File: src/sv/pdd_pkg.sv
// Shared types and constants for the PID differential drive block.
// Holds the payload and config structs, the microcode control word and its field codes.
// No dependencies.
package pdd_pkg;

  typedef struct packed {
    logic signed [15:0] line_error;
    logic [15:0]        interval;
  } sample_t;

  typedef struct packed {
    logic signed [15:0] left_drive;
    logic signed [15:0] right_drive;
  } drive_t;

  typedef struct packed {
    logic [15:0] prop_gain;
    logic [15:0] integ_gain;
    logic [15:0] deriv_gain;
    logic [14:0] base_speed;
    logic [14:0] integ_limit;
  } cfg_t;

  // Config register indexes
  localparam logic [2:0] REG_PROP_GAIN   = 3'd0;
  localparam logic [2:0] REG_INTEG_GAIN  = 3'd1;
  localparam logic [2:0] REG_DERIV_GAIN  = 3'd2;
  localparam logic [2:0] REG_BASE_SPEED  = 3'd3;
  localparam logic [2:0] REG_INTEG_LIMIT = 3'd4;

  localparam logic [15:0] RST_PROP_GAIN   = 16'd819;
  localparam logic [15:0] RST_INTEG_GAIN  = 16'd33;
  localparam logic [15:0] RST_DERIV_GAIN  = 16'd410;
  localparam logic [14:0] RST_BASE_SPEED  = 15'd17859;
  localparam logic [14:0] RST_INTEG_LIMIT = 15'd13107;

  // Multiplier operand A select
  localparam logic [2:0] A_ERR    = 3'd0;
  localparam logic [2:0] A_DIFF   = 3'd1;
  localparam logic [2:0] A_SUM_LO = 3'd2;
  localparam logic [2:0] A_SUM_HI = 3'd3;
  localparam logic [2:0] A_X_LO   = 3'd4;
  localparam logic [2:0] A_X_HI   = 3'd5;

  // Multiplier operand B select
  localparam logic [1:0] B_DT = 2'd0;
  localparam logic [1:0] B_IG = 2'd1;
  localparam logic [1:0] B_DG = 2'd2;
  localparam logic [1:0] B_PG = 2'd3;

  // Accumulator operation
  localparam logic [1:0] ACC_HOLD  = 2'd0;
  localparam logic [1:0] ACC_LOAD  = 2'd1;
  localparam logic [1:0] ACC_ADDHI = 2'd2;

  // Writeback action
  localparam logic [2:0] WB_NONE = 3'd0;
  localparam logic [2:0] WB_SUM  = 3'd1;
  localparam logic [2:0] WB_X    = 3'd2;
  localparam logic [2:0] WB_IFIN = 3'd3;
  localparam logic [2:0] WB_PFIN = 3'd4;
  localparam logic [2:0] WB_DFIN = 3'd5;
  localparam logic [2:0] WB_OUT  = 3'd6;

  // Sequencing
  localparam logic [1:0] SEQ_NEXT     = 2'd0;
  localparam logic [1:0] SEQ_WAIT_IN  = 2'd1;
  localparam logic [1:0] SEQ_WAIT_OUT = 2'd2;
  localparam logic [1:0] SEQ_RESTART  = 2'd3;

  typedef struct packed {
    logic [2:0] a_sel;
    logic [1:0] b_sel;
    logic [1:0] acc_op;
    logic [2:0] wb;
    logic [1:0] seq;
  } ctrl_t;

endpackage

File: src/sv/pid_differential_drive.sv
// PID line-follower drive controller, top level.
// drive_valid rises once the output step finds the output register free; the next
// sample is taken only after that. The single shared 25x18 multiplier steps through
// an 11-step microprogram per sample.
// Reset (synchronous, rst high): gains return to defaults, integral sum and previous
// error clear to zero, no drive request pending.
module pid_differential_drive import pdd_pkg::*; (
  input  logic        clk,
  input  logic        rst,
  input  logic        sample_valid,
  output logic        sample_ready,
  input  sample_t     sample,
  output logic        drive_valid,
  input  logic        drive_ready,
  output drive_t      drive,
  input  logic        cfg_we,
  input  logic [2:0]  cfg_index,
  input  logic [15:0] cfg_data
);

  cfg_t  cfg;
  ctrl_t ctrl;
  logic  out_free;

  always_ff @(posedge clk) begin
    if (rst) begin
      cfg.prop_gain   <= RST_PROP_GAIN;
      cfg.integ_gain  <= RST_INTEG_GAIN;
      cfg.deriv_gain  <= RST_DERIV_GAIN;
      cfg.base_speed  <= RST_BASE_SPEED;
      cfg.integ_limit <= RST_INTEG_LIMIT;
    end else if (cfg_we) begin
      unique case (cfg_index)
        REG_PROP_GAIN:   cfg.prop_gain   <= cfg_data;
        REG_INTEG_GAIN:  cfg.integ_gain  <= cfg_data;
        REG_DERIV_GAIN:  cfg.deriv_gain  <= cfg_data;
        REG_BASE_SPEED:  cfg.base_speed  <= cfg_data[14:0];
        REG_INTEG_LIMIT: cfg.integ_limit <= cfg_data[14:0];
        default: ;
      endcase
    end
  end

  assign sample_ready = (ctrl.seq == SEQ_WAIT_IN);

  pdd_seq u_seq (
    .clk          (clk),
    .rst          (rst),
    .sample_valid (sample_valid),
    .out_free     (out_free),
    .ctrl         (ctrl)
  );

  pdd_datapath u_dp (
    .clk         (clk),
    .rst         (rst),
    .ctrl        (ctrl),
    .cfg         (cfg),
    .load_sample (sample_valid && sample_ready),
    .sample      (sample),
    .out_free    (out_free),
    .drive_valid (drive_valid),
    .drive_ready (drive_ready),
    .drive       (drive)
  );

`ifndef ASSERT_OFF
  a_busy_after_accept: assert property (@(posedge clk) disable iff (rst)
    (sample_valid && sample_ready) |=> !sample_ready)
    else $error("sample_ready still high after a sample was taken");

  a_load_from_out_step: assert property (@(posedge clk) disable iff (rst)
    $rose(drive_valid) |-> $past(ctrl.wb == WB_OUT))
    else $error("drive_valid rose outside the output step");

  a_result_arrives: assert property (@(posedge clk) disable iff (rst)
    (sample_valid && sample_ready) |-> ##11 drive_valid)
    else $error("no drive request pending 11 cycles after a sample");
`endif

endmodule

File: src/sv/pdd_seq.sv
// Microcode sequencer: step counter and control store for the PID datapath.
// Depends on pdd_pkg for the control word layout and codes.
module pdd_seq import pdd_pkg::*; (
  input  logic  clk,
  input  logic  rst,
  input  logic  sample_valid,
  input  logic  out_free,
  output ctrl_t ctrl
);

  localparam logic [3:0] STEP_START = 4'd0;

  logic [3:0] step;
  logic [3:0] step_next;

  function automatic ctrl_t ucode(input logic [3:0] addr);
    ctrl_t c;
    c = '{a_sel: A_ERR, b_sel: B_DT, acc_op: ACC_HOLD, wb: WB_NONE, seq: SEQ_NEXT};
    case (addr)
      4'd0:  c.seq = SEQ_WAIT_IN;
      4'd1:  begin c.a_sel = A_ERR;    c.b_sel = B_DT; end
      4'd2:  begin c.a_sel = A_DIFF;   c.b_sel = B_DT; c.wb = WB_SUM; end
      4'd3:  begin c.a_sel = A_SUM_LO; c.b_sel = B_IG; c.wb = WB_X; end
      4'd4:  begin c.a_sel = A_SUM_HI; c.b_sel = B_IG; c.acc_op = ACC_LOAD; end
      4'd5:  begin c.a_sel = A_X_LO;   c.b_sel = B_DG; c.acc_op = ACC_ADDHI; end
      4'd6:  begin
        c.a_sel = A_X_HI; c.b_sel = B_DG; c.acc_op = ACC_LOAD; c.wb = WB_IFIN;
      end
      4'd7:  begin c.a_sel = A_ERR;    c.b_sel = B_PG; c.acc_op = ACC_ADDHI; end
      4'd8:  c.wb = WB_PFIN;
      4'd9:  c.wb = WB_DFIN;
      4'd10: begin c.wb = WB_OUT; c.seq = SEQ_WAIT_OUT; end
      default: c.seq = SEQ_RESTART;
    endcase
    return c;
  endfunction

  assign ctrl = ucode(step);

  always_comb begin
    step_next = step;
    unique case (ctrl.seq)
      SEQ_NEXT:     step_next = step + 4'd1;
      SEQ_WAIT_IN:  if (sample_valid) step_next = step + 4'd1;
      SEQ_WAIT_OUT: if (out_free) step_next = STEP_START;
      SEQ_RESTART:  step_next = STEP_START;
      default:      step_next = STEP_START;
    endcase
  end

  always_ff @(posedge clk) begin
    if (rst) begin
      step <= STEP_START;
    end else begin
      step <= step_next;
    end
  end

endmodule

File: src/sv/pdd_datapath.sv
// PID datapath: one shared 25x18 multiplier, accumulator, term registers and output register.
// Driven by the control word from pdd_seq; depends on pdd_pkg.
module pdd_datapath import pdd_pkg::*; (
  input  logic    clk,
  input  logic    rst,
  input  ctrl_t   ctrl,
  input  cfg_t    cfg,
  input  logic    load_sample,
  input  sample_t sample,
  output logic    out_free,
  output logic    drive_valid,
  input  logic    drive_ready,
  output drive_t  drive
);

  localparam logic signed [39:0] SUM_MAX = {1'b0, {39{1'b1}}};
  localparam logic signed [39:0] SUM_MIN = {1'b1, {39{1'b0}}};
  localparam logic signed [24:0] DRV_MAX = 25'sd32767;
  localparam logic signed [24:0] DRV_MIN = -25'sd32767;

  logic signed [15:0] err;
  logic [15:0]        dt;
  logic signed [39:0] error_sum;
  logic signed [15:0] prev_error;
  logic signed [32:0] xprod;
  logic signed [42:0] prod;
  logic signed [56:0] acc;
  logic signed [15:0] i_term;
  logic signed [20:0] p_term;
  logic signed [22:0] d_term;

  logic signed [16:0] diff;
  logic signed [24:0] mul_a;
  logic signed [17:0] mul_b;
  logic signed [40:0] sum_wide;
  logic signed [39:0] sum_sat;
  logic signed [56:0] acc_round;
  logic signed [28:0] acc_q;
  logic signed [28:0] lim_pos;
  logic signed [28:0] lim_neg;
  logic signed [42:0] p_round;
  logic signed [24:0] corr;
  logic signed [24:0] left_raw;
  logic signed [24:0] right_raw;
  logic signed [15:0] left_sat;
  logic signed [15:0] right_sat;

  assign diff = {err[15], err} - {prev_error[15], prev_error};

  always_comb begin
    case (ctrl.a_sel)
      A_ERR:    mul_a = {{9{err[15]}}, err};
      A_DIFF:   mul_a = {{8{diff[16]}}, diff};
      A_SUM_LO: mul_a = {9'b0, error_sum[15:0]};
      A_SUM_HI: mul_a = {error_sum[39], error_sum[39:16]};
      A_X_LO:   mul_a = {9'b0, xprod[15:0]};
      A_X_HI:   mul_a = {{8{xprod[32]}}, xprod[32:16]};
      default:  mul_a = '0;
    endcase
    case (ctrl.b_sel)
      B_DT:    mul_b = {2'b0, dt};
      B_IG:    mul_b = {2'b0, cfg.integ_gain};
      B_DG:    mul_b = {2'b0, cfg.deriv_gain};
      B_PG:    mul_b = {2'b0, cfg.prop_gain};
      default: mul_b = '0;
    endcase
  end

  // Saturating integral update; product here is error * interval
  always_comb begin
    sum_wide = {error_sum[39], error_sum} + {{8{prod[32]}}, prod[32:0]};
    if (sum_wide[40] != sum_wide[39]) begin
      sum_sat = sum_wide[40] ? SUM_MIN : SUM_MAX;
    end else begin
      sum_sat = sum_wide[39:0];
    end
  end

  // acc holds either gain*sum or gain*diff*dt, both at 2^-43; round to Q1.15
  assign acc_round = acc + {29'b0, 1'b1, 27'b0};
  assign acc_q     = acc_round[56:28];
  assign lim_pos   = {14'b0, cfg.integ_limit};
  assign lim_neg   = -lim_pos;
  assign p_round   = prod + 43'sd2048;

  always_comb begin
    corr = {{4{p_term[20]}}, p_term} + {{9{i_term[15]}}, i_term}
         + {{2{d_term[22]}}, d_term};
    left_raw  = {10'b0, cfg.base_speed} + corr;
    right_raw = {10'b0, cfg.base_speed} - corr;
    if (left_raw > DRV_MAX) left_sat = DRV_MAX[15:0];
    else if (left_raw < DRV_MIN) left_sat = DRV_MIN[15:0];
    else left_sat = left_raw[15:0];
    if (right_raw > DRV_MAX) right_sat = DRV_MAX[15:0];
    else if (right_raw < DRV_MIN) right_sat = DRV_MIN[15:0];
    else right_sat = right_raw[15:0];
  end

  assign out_free = !drive_valid || drive_ready;

  always_ff @(posedge clk) begin
    if (load_sample) begin
      err <= sample.line_error;
      dt  <= sample.interval;
    end
    prod <= mul_a * mul_b;
    case (ctrl.acc_op)
      ACC_LOAD:  acc <= {{14{prod[42]}}, prod};
      ACC_ADDHI: acc <= acc + {prod[40:0], 16'b0};
      default:   acc <= acc;
    endcase
    case (ctrl.wb)
      WB_X:    xprod <= prod[32:0];
      WB_IFIN: begin
        if (acc_q > lim_pos || acc_q < lim_neg) i_term <= '0;
        else i_term <= acc_q[15:0];
      end
      WB_PFIN: p_term <= p_round[32:12];
      WB_DFIN: d_term <= acc_q[22:0];
      WB_OUT:  if (out_free) drive <= '{left_drive: left_sat, right_drive: right_sat};
      default: ;
    endcase
  end

  always_ff @(posedge clk) begin
    if (rst) begin
      error_sum   <= '0;
      prev_error  <= '0;
      drive_valid <= 1'b0;
    end else begin
      if (ctrl.wb == WB_SUM) error_sum <= sum_sat;
      if (ctrl.wb == WB_X) prev_error <= err;
      if (ctrl.wb == WB_OUT && out_free) begin
        drive_valid <= 1'b1;
      end else if (drive_ready) begin
        drive_valid <= 1'b0;
      end
    end
  end

endmodule

File: config.mk
export PLATFORM = sky130hd
export DESIGN_NAME = pid_differential_drive
export DESIGN_NICKNAME = d
export VERILOG_FILES = /design/src/sv/pdd_pkg.sv /design/src/sv/pid_differential_drive.sv /design/src/sv/pdd_seq.sv /design/src/sv/pdd_datapath.sv
export SDC_FILE = /design/constraint.sdc
export NUM_CORES = 2
export LEC_CHECK = 0
export ABC_AREA = 1
export BUFFER_PORTS_ARGS = -buffer_cell sky130_fd_sc_hd__buf_2
export CAP_MARGIN = 20
export CELL_PAD_IN_SITES_DETAIL_PLACEMENT = 1
export CELL_PAD_IN_SITES_GLOBAL_PLACEMENT = 1
export CORE_MARGIN = 3
export CORE_UTILIZATION = 49
export DETAILED_ROUTE_END_ITERATION = 12
export GPL_ROUTABILITY_DRIVEN = 0
export HOLD_SLACK_MARGIN = 0.06
export PLACE_DENSITY_LB_ADDON = 0.3
export SETUP_SLACK_MARGIN = 0.2
export SLEW_MARGIN = 25
export SYNTH_ARGS = -nofsm -noshare
export SYNTH_HDL_FRONTEND = slang
export SYNTH_SLANG_ARGS = --single-unit
File: constraint.sdc
create_clock -name clk -period 8.1 [get_ports clk]
set_input_delay 2.43 -clock clk [delete_from_list [all_inputs] [get_ports clk]]
set_output_delay 2.43 -clock clk [all_outputs]
set_load 0.005 [all_outputs]
==> flow_summary.json <==
{
  "status": "complete, but fails checks",
  "violations": "negative setup slack",
  "io_pins": 90,
  "synthToLayoutAreaGrowth_pct": 14.4,
  "end_kind": "flop",
  "slew_viol_final": 0,
  "period_needed_ps": 8880,
  "die_w_um": 296,
  "die_h_um": 296,
  "wl_per_cell_um": 26.5,
  "crit_top_cell": "nand2_2",
  "grt.total_usage": 0.349,
  "cts_tree": "done",
  "cap_violations": 0,
  "slowest_stage": "fa_1",
  "final_nets": 6471,
  "syn_nets": 6205,
  "syn_area_mm2": 0.0413,
  "row_count": 105,
  "timing.final.crit_share": 1.10,
  "synth_seq_cells": 380,
  "vias_per_cell": 6.08,
  "synthCells": 5440,
  "grt_first_pass_wirelength_um": 237000,
  "worst_pin_slew_ps": 1150,
  "grt_remaining_overflow": 0,
  "rsz0062_at_grt": "true",
  "ys.warnings.count": 0,
  "min_path_type": "flop to flop",
  "drt_iter0_markers": 3559,
  "clk_latency_ps": 620,
  "dieArea_mm2": 0.0878,
  "start_util": 0.499,
  "grt_max_degree": 77,
  "synth_edf_count": 198,
  "hold_buffers": 0,
  "start_kind": "flop",
  "worst-setup-path-type": "flop to flop",
  "cp.required_ps": 8540,
  "drc": 0,
  "cts_buffers": 43,
  "grt_antenna_before_repair": 8,
  "fin_skew_ps": 37.2,
  "hold_viol": 0,
  "clockBufferDepth": 3,
  "max_freq_ghz": 0.113,
  "port_buffers": 89,
  "worst_slack_ps": -781,
  "clk_pin_slew_ps": 80,
  "max_stage_delay_ps": 760,
  "critical_path_arrival_ps": 9320,
  "stdcell_area_mm2": 0.0473,
  "clock-sinks": 380,
  "wirelength_um": 181000,
  "first_pass_iters": 8,
  "postPlaceCellArea_mm2": 0.0438,
  "coreArea_mm2": 0.0828,
  "relSlewSlack": 0.234,
  "drive_gt1_frac": 0.139,
  "cts-root-buf": "clkbuf_16",
  "vias": 41400,
  "ys_seq_area_frac": 0.232,
  "first_global_vias": 41600,
  "hpwlAfterDp_um": 124000,
  "synth_area_per_cell_um2": 7.60,
  "postRouteAntennaNets": 0,
  "htreeDepth": 2,
  "setup-violations-final": 19,
  "synth-async-reset-ratio": 0,
  "synthFlopType": "edfxtp_1",
  "synth.distinct_cells": 70,
  "critical_path.max_fanout": 6
}
==> worst paths after layout <==
path / from / endpoint / slack (ps) / cells past startpoint
setup / recovery: u_dp.err[0] / u_dp.prod[41] / -780 / 39
hold / removal: cfg[63] / cfg[63] / 460 / 2
setup reg to reg: u_dp.err[0] / u_dp.prod[41] / -780 / 39
hold reg to reg: cfg[63] / cfg[63] / 460 / 2
==> metrics by stage <==
step	hold slack, ps	setup WS [ps]	utilization	setup TNS [ps]	cells
after floorplan	424	680	-	0	5440
after global placement	436	-131	0.530	-443	6642
after detailed placement	447	-346	0.530	-3260	6642
after CTS	463	182	0.552	0	6742
after global routing	490	-921	0.571	-8980	6813
final	460	-781	0.571	-5400	6815
==> placed cells by master (no fill, tap or decap), types with 22 or more instances in the layout <==
master / n
nor2_2: 22
nand2_2: 73
nand3_1: 194
clkbuf_16: 46
dfxtp_1: 181
a21oi_1: 293
o21ai_0: 267
buf_6: 22
buf_2: 91
ha_1: 298
o21ai_1: 24
a21oi_2: 37
fa_1: 370
buf_4: 201
nand2_1: 1140
xnor2_1: 47
inv_2: 72
a31oi_1: 41
nor3_1: 48
xor2_1: 138
edfxtp_1: 198
nand4_1: 45
ha_4: 22
nor2_1: 488
inv_1: 997
==> critical path, delay by kind of cell (launching register included) <==
family / cells / cell delay (ps)
AO/OA/AOI/OAI: 7 / 1190
flip-flops: 1 / 370
adder cells (fa/ha/maj): 9 / 3980
AND/OR/NAND/NOR: 14 / 1410
buffers and inverters: 8 / 1110
XOR/XNOR: 1 / 640
==> what timing repair did <==
item                                    CTS  global route
buffers inserted                         20            65
pin swaps                                 6           137
endpoints found under the setup margin   24            24
cloned                                    0             4
resized for setup                        68           270
==> cell usage after synthesis (10+ instances only) <==
master	number	share of area
a21o_1	21	0.0038
a21oi_1	328	0.040
a22o_1	20	0.0042
a31oi_1	41	0.0062
buf_2	57	0.0069
buf_4	10	0.0018
clkbuf_1	43	0.0039
dfxtp_1	182	0.088
edfxtp_1	198	0.14
fa_1	385	0.19
ha_1	324	0.098
inv_1	1051	0.095
inv_2	34	0.0031
nand2_1	1188	0.11
nand2_2	37	0.0056
nand3_1	206	0.025
nand4_1	45	0.0068
nor2_1	502	0.046
nor2_2	17	0.0026
nor3_1	55	0.0067
nor4_1	16	0.0024
o211ai_1	20	0.0036
o21ai_0	282	0.034
o21ai_1	13	0.0016
o21bai_1	21	0.0038
or2_2	18	0.0027
xnor2_1	47	0.010
xor2_1	138	0.029
==> metal layers <==
layer / routed length [um] / GRT usage / up-vias / part of all wire
met2: 83000 / 0.607 / 2510 / 0.46
li1: - / - / 17700 / -
met1: 63600 / 0.416 / 20100 / 0.35
met5: 55 / 0 / - / 0.00030
met3: 16300 / 0.0503 / 1079 / 0.090
met4: 17900 / 0.190 / 8 / 0.099
==> final cells by class <==
cell class	count	area, um2
antenna	4	10.0
clock buffer	57	1210
clock inverter	23	235
fill	10300	35500
inverter	1089	4140
multi-input combinational	3856	28100
sequential	380	9590
tap	1070	1340
timing repair buffer	336	2630
==> state kept, by name, summed over array words and instances (netlist names) <==
signal / count
u_seq.step: 4
u_dp.drive_valid: 1
u_dp.dt: 16
u_dp.d_term: 23
u_dp.prod: 43
u_dp.p_term: 21
u_dp.err: 16
u_dp.i_term: 16
u_dp.xprod: 33
u_dp.prev_error: 16
u_dp.acc: 41
u_dp.drive: 32
cfg: 78
u_dp.error_sum: 40
==> logic make-up (layout without fill, tap and decap cells) <==
logic type                 count (synthesis)  in the layout  synth area share
other                                      0              4                 0
adders and majority gates                709            709             0.285
and+or+nand+nor                         2139           2139             0.218
xor gates and xnor gates                 187            187            0.0400
buffers and inverters                   1204           1505             0.113
AOI/OAI and AO/OA                        821            821             0.113
DFF                                      380            380             0.232
Power is left out: the tool's default activity adds up to more than one toggle a clock period on the data nets, which glitch-free logic cannot reach.
